File: config.mk
export PLATFORM = sky130hd
export DESIGN_NAME = button_debounce_click_longpress_unit_flat
export DESIGN_NICKNAME = d
export VERILOG_FILES = /design/src/rtl/core/bdcl_pkg.sv /design/src/rtl/core/bdcl_ifs.sv /design/src/rtl/core/bdcl_cfg_regs.sv /design/src/rtl/core/bdcl_state_bank.sv /design/src/rtl/core/button_debounce_click_longpress_unit.sv /design/src/flat_wrapper.sv
export SDC_FILE = /design/constraint.sdc
export NUM_CORES = 1
export LEC_CHECK = 0
export ABC_AREA = 1
export ABC_CLOCK_PERIOD_IN_PS = 6400
export BUFFER_PORTS_ARGS = -buffer_cell sky130_fd_sc_hd__buf_2
export CORE_MARGIN = 1
export CORE_UTILIZATION = 57
export CTS_CLUSTER_SIZE = 28
export DETAILED_ROUTE_END_ITERATION = 8
export PLACE_DENSITY_LB_ADDON = 0.3
export SLEW_MARGIN = 15
export SYNTH_ARGS = -nofsm -noshare
export SYNTH_HDL_FRONTEND = slang
export SYNTH_SLANG_ARGS = --single-unit
File: constraint.sdc
create_clock -name clk_i -period 6.4 [get_ports clk_i]
set_input_delay 0.32 -clock clk_i [delete_from_list [all_inputs] [get_ports clk_i]]
set_output_delay 0.32 -clock clk_i [all_outputs]
set_load 0.1 [all_outputs]
File: src/rtl/core/bdcl_pkg.sv
// Package for the button debounce unit: event codes, register indexes,
// per-channel state type and the poll evaluation function. No dependencies.
`timescale 1ns / 1ps

package bdcl_pkg;

  localparam int BDCL_CHANNELS = 2;
  localparam int APB_ADDR_W = 3;
  localparam int APB_DATA_W = 32;
  localparam int TIME_W = 32;
  localparam int CFG_W = 16;

  localparam logic [CFG_W-1:0] DEBOUNCE_RESET = 16'd10;
  localparam logic [CFG_W-1:0] LONG_PRESS_RESET = 16'd600;

  typedef enum logic [1:0] {
    EV_NONE  = 2'd0,
    EV_LONG  = 2'd1,
    EV_CLICK = 2'd2
  } event_e;

  typedef enum logic {
    REG_DEBOUNCE   = 1'b0,
    REG_LONG_PRESS = 1'b1
  } reg_idx_e;

  typedef struct packed {
    logic [CFG_W-1:0] debounce_time;
    logic [CFG_W-1:0] long_press_time;
  } cfg_t;

  typedef struct packed {
    logic              debounced_level;
    logic              previous_raw;
    logic [TIME_W-1:0] raw_change_time;
    logic [TIME_W-1:0] press_start_time;
    logic              long_done;
  } chan_state_t;

  typedef struct packed {
    chan_state_t next_state;
    event_e      ev;
  } poll_res_t;

  // One poll of one channel: new state and the event it reports.
  function automatic poll_res_t poll_eval(chan_state_t st, logic raw,
                                          logic [TIME_W-1:0] now, cfg_t cfg);
    poll_res_t         res;
    logic [TIME_W-1:0] held;
    logic [TIME_W-1:0] since_press;
    res.next_state = st;
    res.ev = EV_NONE;
    if (raw != st.previous_raw) begin
      res.next_state.previous_raw = raw;
      res.next_state.raw_change_time = now;
    end
    held = now - res.next_state.raw_change_time;
    since_press = now - st.press_start_time;
    if ((held < TIME_W'(cfg.debounce_time)) || (raw == st.debounced_level)) begin
      // No debounced change: check for the long press.
      if (st.debounced_level && !st.long_done &&
          (since_press >= TIME_W'(cfg.long_press_time))) begin
        res.next_state.long_done = 1'b1;
        res.ev = EV_LONG;
      end
    end else begin
      res.next_state.debounced_level = raw;
      if (raw) begin
        res.next_state.press_start_time = now;
        res.next_state.long_done = 1'b0;
      end else if (!st.long_done) begin
        res.ev = EV_CLICK;
      end
    end
    return res;
  endfunction

endpackage

File: src/rtl/core/bdcl_ifs.sv
// Valid/ready channel interfaces for polls in and events out.
// Depends on bdcl_pkg for the time width.
`timescale 1ns / 1ps

interface bdcl_poll_if import bdcl_pkg::*; ();
  logic              valid;
  logic              ready;
  logic              channel;
  logic              pressed;
  logic [TIME_W-1:0] now_time;

  modport source (output valid, output channel, output pressed, output now_time,
                  input ready);
  modport sink (input valid, input channel, input pressed, input now_time,
                output ready);
endinterface

interface bdcl_event_if ();
  logic       valid;
  logic       ready;
  logic [1:0] event_res;

  modport source (output valid, output event_res, input ready);
  modport sink (input valid, input event_res, output ready);
endinterface

File: src/rtl/core/bdcl_cfg_regs.sv
// APB-style configuration registers: debounce time and long-press time.
// Depends on bdcl_pkg for the register indexes and the config struct.
`timescale 1ns / 1ps

module bdcl_cfg_regs import bdcl_pkg::*; (
  input  logic                  clk_i,
  input  logic                  rst_ni,
  input  logic                  psel,
  input  logic                  penable,
  input  logic                  pwrite,
  input  logic [APB_ADDR_W-1:0] paddr,
  input  logic [APB_DATA_W-1:0] pwdata,
  output logic [APB_DATA_W-1:0] prdata,
  output logic                  pready,
  output cfg_t                  cfg_o
);

  cfg_t     cfg_q;
  cfg_t     cfg_d;
  logic     wr_en;
  reg_idx_e idx;

  assign pready = 1'b1;
  assign idx = reg_idx_e'(paddr[2]);
  assign wr_en = psel && penable && pwrite;

  // Register write decode.
  always_comb begin
    cfg_d = cfg_q;
    if (wr_en) begin
      unique case (idx)
        REG_DEBOUNCE:   cfg_d.debounce_time = pwdata[CFG_W-1:0];
        REG_LONG_PRESS: cfg_d.long_press_time = pwdata[CFG_W-1:0];
        default:        cfg_d = cfg_q;
      endcase
    end
  end

  always_ff @(posedge clk_i or negedge rst_ni) begin
    if (!rst_ni) begin
      cfg_q.debounce_time <= DEBOUNCE_RESET;
      cfg_q.long_press_time <= LONG_PRESS_RESET;
    end else begin
      cfg_q <= cfg_d;
    end
  end

  // Read data mux.
  always_comb begin
    unique case (idx)
      REG_DEBOUNCE:   prdata = APB_DATA_W'(cfg_q.debounce_time);
      REG_LONG_PRESS: prdata = APB_DATA_W'(cfg_q.long_press_time);
      default:        prdata = '0;
    endcase
  end

  assign cfg_o = cfg_q;

endmodule

File: src/rtl/core/bdcl_state_bank.sv
// Per-channel button state registers with one read and one write port.
// Depends on bdcl_pkg for the channel state struct.
`timescale 1ns / 1ps

module bdcl_state_bank import bdcl_pkg::*; #(
  parameter int CHANNELS = BDCL_CHANNELS
) (
  input  logic        clk_i,
  input  logic        rst_ni,
  input  logic        rd_chan_i,
  output logic        rd_ok_o,
  output chan_state_t rd_state_o,
  input  logic        wr_en_i,
  input  logic        wr_chan_i,
  input  chan_state_t wr_state_i
);

  localparam int IDX_W = (CHANNELS > 1) ? $clog2(CHANNELS) : 1;

  chan_state_t     state_q [CHANNELS];
  logic [IDX_W-1:0] rd_idx;
  logic [IDX_W-1:0] wr_idx;

  assign rd_idx = IDX_W'(rd_chan_i);
  assign wr_idx = IDX_W'(wr_chan_i);

  // Polls for channels that do not exist are ignored.
  assign rd_ok_o = int'(rd_chan_i) < CHANNELS;
  assign rd_state_o = rd_ok_o ? state_q[rd_idx] : '0;

  // State update, one channel per accepted poll.
  always_ff @(posedge clk_i or negedge rst_ni) begin
    if (!rst_ni) begin
      for (int i = 0; i < CHANNELS; i++) begin
        state_q[i] <= '0;
      end
    end else if (wr_en_i) begin
      state_q[wr_idx] <= wr_state_i;
    end
  end

endmodule

File: src/rtl/core/button_debounce_click_longpress_unit.sv
// Button debounce unit with click and long-press events, top level.
// Depends on bdcl_pkg, bdcl_ifs, bdcl_cfg_regs and bdcl_state_bank.
//
// Usage: poll_i carries one word per poll (channel, raw pressed level,
// millisecond timestamp); event_o returns exactly one word per poll with
// event_res 0 (none), 1 (long press) or 2 (click), in poll order.
// A poll is taken into an input register, evaluated against the channel's
// state by short compare logic and stored in the result register.
// Throughput: one poll per cycle while event_o is ready; the channel state
// is written as a poll moves to the result register, so the next poll of
// the same channel sees it.
// When event_o stalls, one more poll is still taken into the input register;
// after that poll_i.ready drops until the result word is taken.
// Reset clears all channel state, sets debounce time to 10 ms and long-press
// time to 600 ms, and empties both registers. Configuration must be written over
// the APB-style port only while no poll is in flight; the block does not enforce this.
`timescale 1ns / 1ps

module button_debounce_click_longpress_unit import bdcl_pkg::*; #(
  parameter int CHANNELS = BDCL_CHANNELS
) (
  input  logic                  clk_i,
  input  logic                  rst_ni,
  bdcl_poll_if.sink             poll_i,
  bdcl_event_if.source          event_o,
  input  logic                  psel,
  input  logic                  penable,
  input  logic                  pwrite,
  input  logic [APB_ADDR_W-1:0] paddr,
  input  logic [APB_DATA_W-1:0] pwdata,
  output logic [APB_DATA_W-1:0] prdata,
  output logic                  pready
);

  cfg_t        cfg;
  chan_state_t rd_state;
  logic        rd_ok;
  poll_res_t   eval;

  logic              s1_valid_q, s1_valid_d;
  logic              s1_chan_q;
  logic              s1_pressed_q;
  logic [TIME_W-1:0] s1_now_q;
  logic              out_valid_q, out_valid_d;
  event_e            out_event_q;
  logic              in_accept;
  logic              advance;

  bdcl_cfg_regs u_cfg (
    .clk_i   (clk_i),
    .rst_ni  (rst_ni),
    .psel    (psel),
    .penable (penable),
    .pwrite  (pwrite),
    .paddr   (paddr),
    .pwdata  (pwdata),
    .prdata  (prdata),
    .pready  (pready),
    .cfg_o   (cfg)
  );

  bdcl_state_bank #(
    .CHANNELS (CHANNELS)
  ) u_bank (
    .clk_i      (clk_i),
    .rst_ni     (rst_ni),
    .rd_chan_i  (s1_chan_q),
    .rd_ok_o    (rd_ok),
    .rd_state_o (rd_state),
    .wr_en_i    (advance && rd_ok),
    .wr_chan_i  (s1_chan_q),
    .wr_state_i (eval.next_state)
  );

  // Handshake: the input register moves on when the result register frees.
  assign advance = s1_valid_q && (!out_valid_q || event_o.ready);
  assign poll_i.ready = !s1_valid_q || advance;
  assign in_accept = poll_i.valid && poll_i.ready;

  // Evaluate the registered poll.
  assign eval = poll_eval(rd_state, s1_pressed_q, s1_now_q, cfg);

  always_comb begin
    s1_valid_d = s1_valid_q;
    if (in_accept) begin
      s1_valid_d = 1'b1;
    end else if (advance) begin
      s1_valid_d = 1'b0;
    end
    out_valid_d = out_valid_q;
    if (advance) begin
      out_valid_d = 1'b1;
    end else if (event_o.ready) begin
      out_valid_d = 1'b0;
    end
  end

  // Valid flags.
  always_ff @(posedge clk_i or negedge rst_ni) begin
    if (!rst_ni) begin
      s1_valid_q <= 1'b0;
      out_valid_q <= 1'b0;
    end else begin
      s1_valid_q <= s1_valid_d;
      out_valid_q <= out_valid_d;
    end
  end

  // Payload registers.
  always_ff @(posedge clk_i) begin
    if (in_accept) begin
      s1_chan_q <= poll_i.channel;
      s1_pressed_q <= poll_i.pressed;
      s1_now_q <= poll_i.now_time;
    end
    if (advance) begin
      out_event_q <= rd_ok ? eval.ev : EV_NONE;
    end
  end

  assign event_o.valid = out_valid_q;
  assign event_o.event_res = out_event_q;

endmodule

File: src/flat_wrapper.sv
// flat-port wrapper written by rule: the top's interface ports become plain ports
module button_debounce_click_longpress_unit_flat import bdcl_pkg::*;
#(
  parameter int CHANNELS = BDCL_CHANNELS
)
  (clk_i, rst_ni, psel, penable, pwrite, paddr, pwdata, prdata, pready, poll_i_valid, poll_i_channel, poll_i_pressed, poll_i_now_time, poll_i_ready, event_o_valid, event_o_event_res, event_o_ready);
  bdcl_poll_if poll_i_i ();
  bdcl_event_if event_o_i ();
  input  logic clk_i;
  input  logic rst_ni;
  input  logic psel;
  input  logic penable;
  input  logic pwrite;
  input  logic [APB_ADDR_W-1:0] paddr;
  input  logic [APB_DATA_W-1:0] pwdata;
  output logic [APB_DATA_W-1:0] prdata;
  output logic pready;
  input wire logic [$bits(poll_i_i.valid)-1:0] poll_i_valid;
  input wire logic [$bits(poll_i_i.channel)-1:0] poll_i_channel;
  input wire logic [$bits(poll_i_i.pressed)-1:0] poll_i_pressed;
  input wire logic [$bits(poll_i_i.now_time)-1:0] poll_i_now_time;
  output wire logic [$bits(poll_i_i.ready)-1:0] poll_i_ready;
  output wire logic [$bits(event_o_i.valid)-1:0] event_o_valid;
  output wire logic [$bits(event_o_i.event_res)-1:0] event_o_event_res;
  input wire logic [$bits(event_o_i.ready)-1:0] event_o_ready;
  assign poll_i_i.valid = poll_i_valid;
  assign poll_i_i.channel = poll_i_channel;
  assign poll_i_i.pressed = poll_i_pressed;
  assign poll_i_i.now_time = poll_i_now_time;
  assign poll_i_ready = poll_i_i.ready;
  assign event_o_valid = event_o_i.valid;
  assign event_o_event_res = event_o_i.event_res;
  assign event_o_i.ready = event_o_ready;
  button_debounce_click_longpress_unit #(.CHANNELS(CHANNELS)) u_core (.clk_i(clk_i), .rst_ni(rst_ni), .poll_i(poll_i_i), .event_o(event_o_i), .psel(psel), .penable(penable), .pwrite(pwrite), .paddr(paddr), .pwdata(pwdata), .prdata(prdata), .pready(pready));
endmodule
==> implementation parameters <==
Parameter                              Value

Outcome
  Outcome ... complete, no violations

Layout
  Proportion of layout cells with a drive suffix above 1 ... 10.8%
  Count of antenna diodes in the layout ... 0
  Post-Layout Cell Count ... 2497
  Area growth from synthesis to layout ... 11.1%
  Final design utilization ... 64.5%
  Fin nets ... 2313
  Total of fill cells in the finished design ... 2254

Synthesis
  Per-instance average area after synthesis ... 7.12 um2
  Proportion of netlist area held by the largest area contributor ... 27.6%
  Number of synthesized flops with an enable pin ... 36
  Most numerous cell in the Yosys netlist ... sky130_fd_sc_hd__nand2_1
  Largest area contributor in the netlist ... sky130_fd_sc_hd__dfrtp_1
  Leading cell types by count after synthesis ... sky130_fd_sc_hd__nand2_1 (651), sky130_fd_sc_hd__inv_1 (241), sky130_fd_sc_hd__o21ai_0 (184), sky130_fd_sc_hd__nand3_1 (164), sky130_fd_sc_hd__dfrtp_1 (162)
  Yosys warning total ... 0
  Cell count after synthesis ... 2061
  Leading cell types by total area after synthesis ... sky130_fd_sc_hd__dfrtp_1 (28%), sky130_fd_sc_hd__nand2_1 (17%), sky130_fd_sc_hd__ha_1 (7.4%)
  Top FF cell, synth ... sky130_fd_sc_hd__dfrtp_1
  Count of state elements after synthesis ... 204
  Share of synthesized registers carrying an async set or reset ... 82.4%
  Number of distinct library cell variants in the gate-level netlist after synthesis ... 46
  Synthesized cell area ... 14700 um2
  Fraction of the yosys area taken by sequential cells ... 36.1%

GRT
  Number of global-route vias before repair ... 13535
  First-pass GRT wire length ... 69500 um
  Largest net degree at the start of global routing ... 81
  Overall overflow remaining after global route ... 0
  Global-route usage over all layers ... 33.4%
  Antenna violations before repair ... 0

STA
  Maximum clock frequency ... 0.169 GHz
  Summed negative setup slack over all endpoints ... 0 ns
  Part of the cycle the worst path needs ... 92.2%
  Relative slew slack ... 22.5%
  Setup-failing EPs final ... 0
  Hold violation total from the final report ... 0
  Unrepaired setup endpoints after global routing ... no
  Transition time at the pin with the least slew margin ... 1.16 ns
  Hold Slack ... 0.0232 ns
  Min cycle time layout ... 5.90 ns
  Final clock skew ... 0.0158 ns
  Max-slew violation count ... 0

Clocking
  Post CTS Setup Buffer Count ... 0
  H-tree depth ... 1
  Clock-pin slew of the registers on the worst-case setup and hold paths ... 0.07 ns
  Worst-skew pair later-pin latency ... 0.54 ns
  Clk buf depth ... 3
  Buffer cell driving the clock tree root ... sky130_fd_sc_hd__clkbuf_16
  Number of cells upsized or downsized after cts ... 0
  Number of buffers inserted during clock tree synthesis ... 24
  Clock sink count ... 204
  TritonCTS clock tree ... built

Worst setup path
  Data arrival time of the critical path ... 6.32 ns
  Highest cell delay on the worst timing path ... 0.63 ns
  Kind of start point of the critical path ... flip-flop
  Required time worst endpoint ... 6.81 ns
  Crit path max-delay family ... simple AND/OR/NAND/NOR gates
  Category of the worst setup path capture point ... flip-flop
  Slowest cell on the critical path ... sky130_fd_sc_hd__ha_2
  Worst-path fanout max ... 32
  Critical Path Most Common Cell ... sky130_fd_sc_hd__nand2_1
  Type of the worst setup path ... reg2reg
  Buffers & Inverters on Critical Path ... 3

Place
  Number of buffer cells added on primary ports ... 77
  Routability congestion estimate ... 0.954
  Detailed Place HPWL ... 32300 um
  Placed cell count ... 2419

Pwr
  PD cells ... 502 nW/um2
  Psw ... 4.05 mW
  Static Leakage ... 8.53 nW
  Switching power share of the total ... 49.5%
  Part of the power in the clock network ... 16.0%
  Seq pwr share ... 25.3%
  Internal power summed over all cells ... 4.13 mW
  Worst VDD drop ... 0.000299 V
  Overall Power ... 8.19 mW
  Combinational fraction of design power ... 58.6%

Route
  Number of antenna-violating nets in the routed design ... 0
  Mean routed wirelength per cell ... 17.5 um
  Routed wire length ... 43700 um
  Via total after detailed routing ... 14099
  Number of DRC markers after the initial detailed-route iteration ... 1351
  Vias/cell ... 5.65
  Post-route DRC violation count ... 0
  Total iterations of the first detailed-routing run ... 6

Hold path
  Kind of path behind the tightest hold check ... in2reg

Floorplanning
  Vert. Die Dim ... 162 um
  Area of the core region ... 25300 um2
  Number of placement rows ... 58
  Area of the die ... 26400 um2
  Die X ... 162 um
  Starting density of the core ... 58.1%
  Top-level I/O count ... 113

Run
  Maximum capacitance violations ... 0
-- tightest hold or removal path, stage by stage --
cell                      delay, ns
sky130_fd_sc_hd__buf_2         0.09
sky130_fd_sc_hd__inv_1         0.06
sky130_fd_sc_hd__o21ai_0       0.08
-- placed cells by master, fill, tap and decap left out, types with 9 or more instances in the layout --
| master | instances |
|---|---|
| sky130_fd_sc_hd__nand2_1 | 651 |
| sky130_fd_sc_hd__inv_1 | 241 |
| sky130_fd_sc_hd__o21ai_0 | 184 |
| sky130_fd_sc_hd__nand3_1 | 164 |
| sky130_fd_sc_hd__dfrtp_1 | 162 |
| sky130_fd_sc_hd__nor2_1 | 106 |
| sky130_fd_sc_hd__a21oi_1 | 94 |
| sky130_fd_sc_hd__ha_1 | 86 |
| sky130_fd_sc_hd__buf_2 | 76 |
| sky130_fd_sc_hd__nand2_2 | 49 |
| sky130_fd_sc_hd__edfxtp_1 | 36 |
| sky130_fd_sc_hd__dlygate4sd3_1 | 34 |
| sky130_fd_sc_hd__mux2i_1 | 30 |
| sky130_fd_sc_hd__xor2_1 | 29 |
| sky130_fd_sc_hd__clkbuf_16 | 25 |
| sky130_fd_sc_hd__nand4_1 | 21 |
| sky130_fd_sc_hd__nor3_1 | 18 |
| sky130_fd_sc_hd__buf_4 | 18 |
| sky130_fd_sc_hd__conb_1 | 17 |
| sky130_fd_sc_hd__nor2_2 | 11 |
| sky130_fd_sc_hd__inv_2 | 9 |
| sky130_fd_sc_hd__o21bai_1 | 9 |
| sky130_fd_sc_hd__nand3b_1 | 9 |
| sky130_fd_sc_hd__clkbuf_1 | 9 |
-- state kept, by name, indices dropped and copies added (netlist names) --
name and count:
u_core.event_o.event_res 2, u_core.s1_valid_q 1, u_core.event_o.valid 1, u_core.s1_chan_q 1
u_core.u_cfg.cfg_o 32, u_core.s1_pressed_q 1, u_core.u_bank.state_q 134, u_core.s1_now_q 32
-- metal layers --
layer | share of wire, % | track usage, % | vias to the layer above
li1 | - | - | 6798
met4 | 3.0 | 10.1 | 0
met5 | 0 | 0 | -
met3 | 7.0 | 3.51 | 94
met1 | 44 | 46.4 | 6686
met2 | 46 | 55.0 | 521
-- stage by stage --
stage / setup WS, ns / area, um2
floorplan: 0.788 / 14700
global placement: 0.725 / 15200
detailed placement: 0.616 / 15200
CTS: 0.561 / 16300
global route: 0.135 / 16300
finish: 0.497 / 16300
-- worst paths after layout --
| check | slack (ns) | from | to | depth (start not counted) |
|---|---|---|---|---|
| hold / removal | 0.02 | pwdata[4] | u_core.u_cfg.cfg_o[4] | 3 |
| setup / recovery | 0.50 | u_core.s1_chan_q | u_core.u_bank.state_q[32] | 32 |
| setup reg to reg | 0.50 | u_core.s1_chan_q | u_core.u_bank.state_q[32] | 32 |
| hold reg to reg | 0.48 | u_core.u_bank.state_q[132] | u_core.u_bank.state_q[132] | 2 |
| max in group asynchronous | 4.91 | rst_ni | u_core.u_bank.state_q[11] | 3 |
| min in group asynchronous | 0.29 | rst_ni | u_core.u_bank.state_q[95] | 2 |
-- power by group through the flow --
| stage | combinational (mW) | clock [mW] | sequential [mW] |
|---|---|---|---|
| after floorplan | 3.50 | 0 | 2.03 |
| after global placement | 4.57 | 0 | 2.06 |
| after detailed placement | 4.69 | 0 | 2.08 |
| after CTS | 4.74 | 1.33 | 2.06 |
| after global routing | 5.33 | 1.37 | 2.12 |
| final | 4.80 | 1.31 | 2.08 |
-- what timing repair did --
| item | in CTS | in global routing |
|---|---|---|
| hold buffers | 34 | 0 |
| setup endpoints to repair | 0 | 0 |
| hold endpoints to repair | 79 | 0 |
-- final cells by class --
| cell class | instances | area [um2] | share of cell area (%) |
|---|---|---|---|
| multi-input combinational | 1539 | 8040 | 49.3 |
| clock buffer | 37 | 701 | 4.30 |
| clock inverter | 7 | 40.0 | 0.246 |
| tap | 330 | 413 | 2.53 |
| inverter | 251 | 947 | 5.81 |
| sequential | 204 | 5290 | 32.5 |
| timing repair buffer | 129 | 867 | 5.32 |
-- cells by family (layout without fill, tap and decap cells) --
family / count (synthesis) / count (layout) / share of synthesized area (%)
mux: 30 / 30 / 2.05
flops: 204 / 204 / 36.1
buf+inv: 333 / 424 / 9.68
compound gates: 308 / 308 / 11.0
xor+xnor: 34 / 34 / 2.03
simple gates: 1062 / 1062 / 31.6
fa+ha+maj: 88 / 88 / 7.55
other cells: 2 / 17 / 0.0512
No activity file was read; power rests on OpenSTA's default activity.
